$ cat config.mk
export PLATFORM = sky130hd
export DESIGN_NAME = ram_range_coalescing_table
export DESIGN_NICKNAME = d
export VERILOG_FILES = /design/src/sv/rrct_pkg.sv /design/src/sv/ram_range_coalescing_table.sv /design/src/sv/rrct_area_mem.sv /design/src/sv/rrct_match.sv
export SDC_FILE = /design/constraint.sdc
export NUM_CORES = 2
export LEC_CHECK = 0
export ABC_AREA = 0
export BUFFER_PORTS_ARGS = -buffer_cell sky130_fd_sc_hd__buf_2
export CORE_UTILIZATION = 60
export DETAILED_ROUTE_END_ITERATION = 16
export PLACE_DENSITY = 0.76
export SLEW_MARGIN = 10
export SYNTH_ARGS = -nofsm -noshare
export SYNTH_HDL_FRONTEND = slang
export SYNTH_HIERARCHICAL = 1
export SYNTH_SLANG_ARGS = --single-unit
$ cat constraint.sdc
create_clock -name clock -period 11.3 [get_ports clock]
set_input_delay 0 -clock clock [delete_from_list [all_inputs] [get_ports clock]]
set_output_delay 0 -clock clock [all_outputs]
set_load 0.02 [all_outputs]
$ cat src/sv/rrct_pkg.sv
// rrct_pkg: shared types, constants and helpers for the ram range coalescing table
// used by rrct_match and ram_range_coalescing_table
package rrct_pkg;

   localparam int DEFAULT_MAX_AREAS = 32;
   localparam int PAGE_SHIFT        = 12;

   // result status codes
   localparam logic [2:0] ST_MERGE_BELOW = 3'd0;
   localparam logic [2:0] ST_MERGE_ABOVE = 3'd1;
   localparam logic [2:0] ST_APPEND      = 3'd2;
   localparam logic [2:0] ST_SKIPPED     = 3'd3;
   localparam logic [2:0] ST_FULL        = 3'd4;
   localparam logic [2:0] ST_READ_DONE   = 3'd5;

   // request selector carried on tuser
   localparam logic FUNC_INSERT = 1'b0;
   localparam logic FUNC_READ   = 1'b1;

   // usable memory type codes
   localparam logic [7:0] MT_LOADER_CODE   = 8'd1;
   localparam logic [7:0] MT_LOADER_DATA   = 8'd2;
   localparam logic [7:0] MT_BOOT_CODE     = 8'd3;
   localparam logic [7:0] MT_BOOT_DATA     = 8'd4;
   localparam logic [7:0] MT_CONVENTIONAL  = 8'd7;
   localparam logic [7:0] MT_ACPI_RECLAIM  = 8'd9;
   localparam logic [7:0] MT_PERSISTENT    = 8'd14;

   typedef struct packed {
      logic below;   // area starts where the descriptor ends
      logic above;   // area ends where the descriptor starts
   } match_type;

   function automatic logic type_usable(input logic [7:0] mem_type);
      logic ok;
      ok = (mem_type == MT_LOADER_CODE)  || (mem_type == MT_LOADER_DATA) ||
           (mem_type == MT_BOOT_CODE)    || (mem_type == MT_BOOT_DATA)   ||
           (mem_type == MT_CONVENTIONAL) || (mem_type == MT_ACPI_RECLAIM) ||
           (mem_type == MT_PERSISTENT);
      return ok;
   endfunction

endpackage

$ cat src/sv/ram_range_coalescing_table.sv
// ram_range_coalescing_table: top level, sequencer that scans the area table
// depends on rrct_pkg, rrct_area_mem, rrct_match
//
//   channel  dir  ports                     handshake
//   req      in   req_tvalid/tready/tdata   func on tuser, descriptor or read slot on tdata
//   rsp      out  rsp_tvalid/tready/tdata   status on tuser, area fields on tdata
//
// insert: one stored area per cycle through the registered read port and the shared
// compare, then write-back and result load
// read: registered read, then result load; skipped or full insert: result load only
// every result shows in the same cycle that req_tready returns high again
// reset clears the sequencer, area count and output valid; table words stay unset
// a result waiting on rsp_tready holds the next one in the done state, req_tready low
module ram_range_coalescing_table #(
   parameter int MAX_AREAS = rrct_pkg::DEFAULT_MAX_AREAS
) (
   input  logic         clock,
   input  logic         reset,
   input  logic         req_tvalid,
   output logic         req_tready,
   // mem_type[7:0], phys_start[71:8], num_pages[123:72], read_index[128:124], zero fill
   input  logic [135:0] req_tdata,
   // func
   input  logic         req_tuser,
   output logic         rsp_tvalid,
   input  logic         rsp_tready,
   // area_index[4:0], area_start[68:5], area_size[132:69], area_count[138:133], zero fill
   output logic [143:0] rsp_tdata,
   // status
   output logic [2:0]   rsp_tuser
);

   localparam int IDX_W = (MAX_AREAS > 1) ? $clog2(MAX_AREAS) : 1;
   localparam int CNT_W = $clog2(MAX_AREAS + 1);

   localparam logic [2:0] S_IDLE  = 3'd0;
   localparam logic [2:0] S_SCAN  = 3'd1;
   localparam logic [2:0] S_WRITE = 3'd2;
   localparam logic [2:0] S_READ  = 3'd3;
   localparam logic [2:0] S_DONE  = 3'd4;

   logic [7:0]  in_type;
   logic [63:0] in_start;
   logic [51:0] in_pages;
   logic [4:0]  in_ridx;
   logic [63:0] in_dsize;
   logic        req_fire;

   assign in_type  = req_tdata[7:0];
   assign in_start = req_tdata[71:8];
   assign in_pages = req_tdata[123:72];
   assign in_ridx  = req_tdata[128:124];
   assign in_dsize = {in_pages, {rrct_pkg::PAGE_SHIFT{1'b0}}};

   logic [2:0]       state_ff, state_in;
   logic [CNT_W-1:0] count_ff, count_in;
   logic [CNT_W-1:0] scan_ff, scan_in;
   logic             cmp_valid_ff, cmp_valid_in;
   logic [CNT_W-1:0] cmp_idx_ff, cmp_idx_in;
   logic [63:0]      pstart_ff, pstart_in;
   logic [63:0]      dsize_ff, dsize_in;
   logic [63:0]      dend_ff, dend_in;
   logic [2:0]       kind_ff, kind_in;
   logic [CNT_W-1:0] hit_idx_ff, hit_idx_in;
   logic [63:0]      old_start_ff, old_start_in;
   logic [63:0]      old_size_ff, old_size_in;
   logic [4:0]       rd_idx_ff, rd_idx_in;
   logic             rd_oob_ff, rd_oob_in;
   logic [2:0]       res_status_ff, res_status_in;
   logic [4:0]       res_index_ff, res_index_in;
   logic [63:0]      res_start_ff, res_start_in;
   logic [63:0]      res_size_ff, res_size_in;
   logic             rsp_valid_ff, rsp_valid_in;
   logic [143:0]     rsp_data_ff, rsp_data_in;
   logic [2:0]       rsp_user_ff, rsp_user_in;

   logic             mem_wr_en;
   logic [IDX_W-1:0] mem_wr_addr;
   logic [63:0]      mem_wr_start;
   logic [63:0]      mem_wr_size;
   logic [IDX_W-1:0] mem_rd_addr;
   logic [63:0]      mem_rd_start;
   logic [63:0]      mem_rd_size;
   logic [63:0]      new_size;
   rrct_pkg::match_type hit;

   assign req_tready = (state_ff == S_IDLE);
   assign req_fire   = req_tvalid && req_tready;

   // idle issues the read slot or the first area; scan issues the next area
   assign mem_rd_addr = (state_ff == S_IDLE)
                        ? ((req_tuser == rrct_pkg::FUNC_READ) ? IDX_W'(in_ridx) : '0)
                        : scan_ff[IDX_W-1:0];

   assign new_size     = old_size_ff + dsize_ff;
   assign mem_wr_en    = (state_ff == S_WRITE);
   assign mem_wr_addr  = hit_idx_ff[IDX_W-1:0];
   assign mem_wr_start = (kind_ff == rrct_pkg::ST_MERGE_ABOVE) ? old_start_ff : pstart_ff;
   assign mem_wr_size  = new_size;

   rrct_area_mem #(
      .DEPTH (MAX_AREAS),
      .IDX_W (IDX_W)
   ) u_mem (
      .clock    (clock),
      .wr_en    (mem_wr_en),
      .wr_addr  (mem_wr_addr),
      .wr_start (mem_wr_start),
      .wr_size  (mem_wr_size),
      .rd_addr  (mem_rd_addr),
      .rd_start (mem_rd_start),
      .rd_size  (mem_rd_size)
   );

   rrct_match u_match (
      .area_start (mem_rd_start),
      .area_size  (mem_rd_size),
      .desc_start (pstart_ff),
      .desc_top   (dend_ff),
      .hit        (hit)
   );

   always_comb begin
      state_in      = state_ff;
      count_in      = count_ff;
      scan_in       = scan_ff;
      cmp_valid_in  = cmp_valid_ff;
      cmp_idx_in    = cmp_idx_ff;
      pstart_in     = pstart_ff;
      dsize_in      = dsize_ff;
      dend_in       = dend_ff;
      kind_in       = kind_ff;
      hit_idx_in    = hit_idx_ff;
      old_start_in  = old_start_ff;
      old_size_in   = old_size_ff;
      rd_idx_in     = rd_idx_ff;
      rd_oob_in     = rd_oob_ff;
      res_status_in = res_status_ff;
      res_index_in  = res_index_ff;
      res_start_in  = res_start_ff;
      res_size_in   = res_size_ff;
      rsp_valid_in  = rsp_valid_ff;
      rsp_data_in   = rsp_data_ff;
      rsp_user_in   = rsp_user_ff;

      if (rsp_valid_ff && rsp_tready) begin
         rsp_valid_in = 1'b0;
      end

      case (state_ff)
         S_IDLE: begin
            if (req_fire) begin
               pstart_in  = in_start;
               dsize_in   = in_dsize;
               dend_in    = in_start + in_dsize;
               rd_idx_in  = in_ridx;
               rd_oob_in  = (32'(in_ridx) >= 32'(MAX_AREAS));
               res_index_in = '0;
               res_start_in = '0;
               res_size_in  = '0;
               if (req_tuser == rrct_pkg::FUNC_READ) begin
                  state_in = S_READ;
               end else if (!rrct_pkg::type_usable(in_type)) begin
                  res_status_in = rrct_pkg::ST_SKIPPED;
                  state_in      = S_DONE;
               end else if (32'(count_ff) >= 32'(MAX_AREAS)) begin
                  res_status_in = rrct_pkg::ST_FULL;
                  state_in      = S_DONE;
               end else begin
                  // area 0 read is already issued this cycle
                  cmp_valid_in = (count_ff != '0);
                  cmp_idx_in   = '0;
                  scan_in      = CNT_W'(1);
                  state_in     = S_SCAN;
               end
            end
         end
         S_SCAN: begin
            if (cmp_valid_ff && (hit.below || hit.above)) begin
               kind_in      = hit.below ? rrct_pkg::ST_MERGE_BELOW : rrct_pkg::ST_MERGE_ABOVE;
               hit_idx_in   = cmp_idx_ff;
               old_start_in = mem_rd_start;
               old_size_in  = mem_rd_size;
               state_in     = S_WRITE;
            end else if (!cmp_valid_ff) begin
               kind_in      = rrct_pkg::ST_APPEND;
               hit_idx_in   = count_ff;
               old_start_in = '0;
               old_size_in  = '0;
               state_in     = S_WRITE;
            end else begin
               cmp_valid_in = (scan_ff < count_ff);
               cmp_idx_in   = scan_ff;
               scan_in      = scan_ff + CNT_W'(1);
            end
         end
         S_WRITE: begin
            res_status_in = kind_ff;
            res_index_in  = 5'(hit_idx_ff);
            res_start_in  = mem_wr_start;
            res_size_in   = new_size;
            if (kind_ff == rrct_pkg::ST_APPEND) begin
               count_in = count_ff + CNT_W'(1);
            end
            state_in = S_DONE;
         end
         S_READ: begin
            res_status_in = rrct_pkg::ST_READ_DONE;
            res_index_in  = rd_idx_ff;
            res_start_in  = rd_oob_ff ? '0 : mem_rd_start;
            res_size_in   = rd_oob_ff ? '0 : mem_rd_size;
            state_in      = S_DONE;
         end
         S_DONE: begin
            if (!rsp_valid_ff || rsp_tready) begin
               rsp_valid_in = 1'b1;
               rsp_user_in  = res_status_ff;
               rsp_data_in  = {5'd0, 6'(count_ff), res_size_ff, res_start_ff, res_index_ff};
               state_in     = S_IDLE;
            end
         end
         default: begin
            state_in = S_IDLE;
         end
      endcase
   end

   always_ff @(posedge clock) begin
      if (reset) begin
         state_ff     <= S_IDLE;
         count_ff     <= '0;
         rsp_valid_ff <= 1'b0;
      end else begin
         state_ff     <= state_in;
         count_ff     <= count_in;
         rsp_valid_ff <= rsp_valid_in;
      end
   end

   always_ff @(posedge clock) begin
      scan_ff       <= scan_in;
      cmp_valid_ff  <= cmp_valid_in;
      cmp_idx_ff    <= cmp_idx_in;
      pstart_ff     <= pstart_in;
      dsize_ff      <= dsize_in;
      dend_ff       <= dend_in;
      kind_ff       <= kind_in;
      hit_idx_ff    <= hit_idx_in;
      old_start_ff  <= old_start_in;
      old_size_ff   <= old_size_in;
      rd_idx_ff     <= rd_idx_in;
      rd_oob_ff     <= rd_oob_in;
      res_status_ff <= res_status_in;
      res_index_ff  <= res_index_in;
      res_start_ff  <= res_start_in;
      res_size_ff   <= res_size_in;
      rsp_data_ff   <= rsp_data_in;
      rsp_user_ff   <= rsp_user_in;
   end

   assign rsp_tvalid = rsp_valid_ff;
   assign rsp_tdata  = rsp_data_ff;
   assign rsp_tuser  = rsp_user_ff;

endmodule

$ cat src/sv/rrct_area_mem.sv
// rrct_area_mem: area table storage, start and size words, one write and one read port
// read data registered; no dependencies
module rrct_area_mem #(
   parameter int DEPTH = 32,
   parameter int IDX_W = 5
) (
   input  logic             clock,
   input  logic             wr_en,
   input  logic [IDX_W-1:0] wr_addr,
   input  logic [63:0]      wr_start,
   input  logic [63:0]      wr_size,
   input  logic [IDX_W-1:0] rd_addr,
   output logic [63:0]      rd_start,
   output logic [63:0]      rd_size
);

   logic [63:0] start_mem [DEPTH];
   logic [63:0] size_mem  [DEPTH];
   logic [63:0] rd_start_ff;
   logic [63:0] rd_size_ff;

   always_ff @(posedge clock) begin
      if (wr_en) begin
         start_mem[wr_addr] <= wr_start;
         size_mem[wr_addr]  <= wr_size;
      end
      rd_start_ff <= start_mem[rd_addr];
      rd_size_ff  <= size_mem[rd_addr];
   end

   assign rd_start = rd_start_ff;
   assign rd_size  = rd_size_ff;

endmodule

$ cat src/sv/rrct_match.sv
// rrct_match: adjacency compare of one stored area against the pending descriptor
// depends on rrct_pkg
module rrct_match (
   input  logic [63:0]         area_start,
   input  logic [63:0]         area_size,
   input  logic [63:0]         desc_start,
   input  logic [63:0]         desc_top,
   output rrct_pkg::match_type hit
);

   logic [63:0] area_end;

   // modular 64-bit end address
   assign area_end  = area_start + area_size;
   assign hit.below = (area_start == desc_top);
   assign hit.above = (area_end == desc_start);

endmodule

==> results.yml <==
detailed_routing:
  num_vias: 108500
  via_per_inst: 7.227
  wirelength_um: 603300
  first_iter_violations: 17760
  wl_per_cell_um: 40.19
  drt_first_pass_iters: 8
  ant_nets: 0
  remaining_drc_errors: 0
clock_network:
  clock-root-buffer: "clkbuf_16"
  htree_levels: 5
  cts_tree: "yes"
  clockBufferDepth: 4
  cts_num_sinks: 4832
  clk_latency_ns: 1.05
  path_clk_slew_ns: 0.06
  cts_resized: 0
  cts_buffers: 456
placed_design:
  io_buffers: 277
  place_ws_ns: 4.585
  gp_congestion: 0.9950
  dp_hpwl_um: 342400
cells_and_area:
  drive_gt1_frac: 0.2106
  areaGrowthSynthToFinish_pct: 12.81
  fin_nets: 10720
sta:
  max_slew.worst_pin.slew_ns: 1.571
  hold-worst-slack_ns: 0.07422
  finalSetupTns_ns: 0
  fin_crit_sh: 0.6257
  hold_viol: 0
  slew_violations: 35
  timing.final.ws_setup_ns: 4.229
  finalCriticalPeriod_ns: 7.071
  fmax_ghz: 0.1414
  rsz0062_at_grt: "no"
  relSlewSlack: -0.04765
  finalSetupViolations: 0
  skew_ns: 0.09477
die:
  start_util: 0.6028
  dieHeight_um: 567.0
  io_pins: 290
  die_w_um: 567.0
  die_area_mm2: 0.3215
  num_rows: 207
  core_region_area_mm2: 0.3178
yosys:
  yosys_most_used_dff: "edfxtp_1"
  seq_area_frac_synth: 0.7503
  yosys_warnings: 6
  postSynthAreaPerCell_um2: 19.83
  synth_cell_types: 106
  synth.area.top_cells: "edfxtp_1 74%, mux4_2 9.3%, mux4_1 2.3%, o22ai_1 1.5%, dfxtp_1 1.4%"
  synth_seq_cells: 4832
  synthMostInstantiatedCell: "edfxtp_1"
  yosysTopAreaCell: "edfxtp_1"
  synth_area_mm2: 0.1916
  synthArstFlopShare: 0
  synth_edf_count: 4694
  synth_top_area_frac: 0.7358
  synth_common_cells: "4694 x edfxtp_1, 795 x mux4_2, 455 x o22ai_1, 391 x nand2_1, 309 x a21oi_1"
  synth_cells: 9661
power_and_ir_drop:
  ir_worst_vdd_mv: 0.2130
  leakage_nw: 68.95
  powerDensity_mw_per_mm2: 211.8
  switchingPower_mw: 13.50
  internal_power_mw: 32.26
  switching_share: 0.2951
  combPwrFrac: 0.193
  p_total_mw: 45.76
  power_frac_seq: 0.466
  p_clk_frac: 0.342
setup_path:
  required_ns: 11.92
  startpoint_type: "register"
  cp-end-kind: "register"
  r2r_setup_slack_ns: 4.23
  crit_type: "register to register"
  worstPathArrival_ns: 7.69
  r2r_start: "u_mem/rd_start[40]"
  r2r_cells: 16
  r2r_end: "old_start_ff[8]"
  cp_max_fo: 46
hold_path:
  min-delay-start: "req_tdata[6]"
  min_path_cells: 5
  min_to: "res_status_ff[1]"
  min_path_type: "primary input to register"
grt:
  grt_pass1_vias: 105100
  antenna_found_initial: 44
  grtUsageTotal: 0.3727
  grt_pass1_wl_um: 822900
  grt_max_degree: 130
  grt_overflow: 0
outcome:
  status: "complete, but fails checks"
  failed_checks: "slew limit"
flow_run:
  drv_cap: 0
## registers in the layout (all words and copies together) (netlist names), 6 cells and up
register,count
count_ff,6
res_start_ff,64
u_mem/rd_start,64
u_mem/start_mem,2048
dsize_ff,52
dend_ff,52
old_size_ff,64
old_start_ff,64
pstart_ff,64
rsp_tdata,139
scan_ff,6
u_mem/size_mem,2048
u_mem/rd_size,64
res_size_ff,64
## power by group through the flow
stage	clock, mW	combinational (mW)	sequential [mW]
2_1_floorplan	0	5.30	21.3
3_3_place_gp	0	8.35	21.6
3_5_place_dp	0	8.41	21.7
4_1_cts	15.7	8.57	21.3
5_1_grt	16.4	9.12	21.3
6_report	15.6	8.81	21.3
## area by class of cell
type	instances	area (um^2)
flip-flops and latches	4832	143700
clock inverters	269	3045
inverters	47	181.4
diodes	26	65.06
clock buffers	591	12240
repair buffers	789	6208
fillers	19100	101700
well taps	4180	5230
multi-input cells	4277	45410
## per-layer routing
layer	GRT usage	vias up	wire length, um
li1	-	41690	-
met1	0.5144	55520	211700
met2	0.5508	9484	269900
met3	0.08773	1763	79680
met4	0.2165	28	41690
met5	0.002529	-	275
## worst max-delay path by stage
stage	start	end	depth (start not counted)
after floorplan	u_mem/rd_start[0]	hit_idx_ff[0]	15
after global placement	u_mem/rd_start[41]	old_start_ff[49]	16
after detailed placement	u_mem/rd_start[40]	old_start_ff[0]	16
after CTS	u_mem/rd_start[41]	old_start_ff[11]	16
after global routing	u_mem/rd_start[0]	old_start_ff[8]	17
final	u_mem/rd_start[40]	old_start_ff[8]	16
## cell usage in the layout (no fill, tap or decap), types with 26 or more instances in the layout
master         count
nor4_1           105
o21ai_0          122
clkinv_1          72
dlygate4sd3_1    256
a211oi_1          30
o21ai_1           26
nor2_4            37
and2_1           150
o21a_1            32
nand3_1          111
clkbuf_8          30
a21oi_1          307
clkinv_2          86
xnor2_1           85
mux2_2            65
clkbuf_16        457
a22oi_1          104
a21o_1            60
dfxtp_1          137
mux4_2           795
mux2i_1          168
inv_1             45
nand4_1           93
nor2_1           201
buf_12            27
o22ai_1          455
buf_4            229
nor3_1            39
buf_2            277
diode_2           26
bufinv_16         48
edfxtp_1        4694
clkbuf_1         104
ha_1             173
nor4_2            53
mux4_1           165
nand2_1          387
xor2_1           129
a31oi_1           28
## logic make-up (layout without fill, tap and decap cells)
logic type               after synthesis  after routing  share of synthesized area
AND/OR/NAND/NOR                     1307           1307                    0.03587
buffers and inverters                556           1696                    0.01717
flip-flops                          4832           4832                     0.7503
multiplexers                        1193           1193                     0.1287
other                                  1             31                 0.00001958
XOR/XNOR                             255            255                    0.01170
adder cells (fa/ha/maj)              176            176                    0.01161
AO/OA/AOI/OAI                       1341           1341                    0.04468
## timing repair
action / CTS / global route
setup buffers: 0 / 0
hold endpoints to repair: 290 / 0
hold buffers: 256 / 0
## metrics by stage
step | utilization | instances | cell area, um^2
2_1_floorplan | - | 9665 | 191600
3_3_place_gp | 0.6232 | 13870 | 198100
3_5_place_dp | 0.6232 | 13870 | 198100
4_1_cts | 0.6794 | 14990 | 215900
5_1_grt | 0.6799 | 15000 | 216100
6_report | 0.6800 | 15010 | 216100
## worst max-delay path: stages, from the launching register on
cell	delay, ns
dfxtp_1	0.42
ha_1	0.56
nand2_1	0.19
o211ai_1	0.58
nor3b_1	0.59
o31ai_1	0.13
nor4_1	0.71
o2111ai_1	0.21
nor4_1	0.42
o211ai_1	0.18
nor4_1	0.46
o2111ai_1	0.21
nor4_2	0.18
buf_4	0.26
nor3b_1	0.14
nor2_4	0.50
buf_4	0.79
Power figures use the tool's default switching activity.
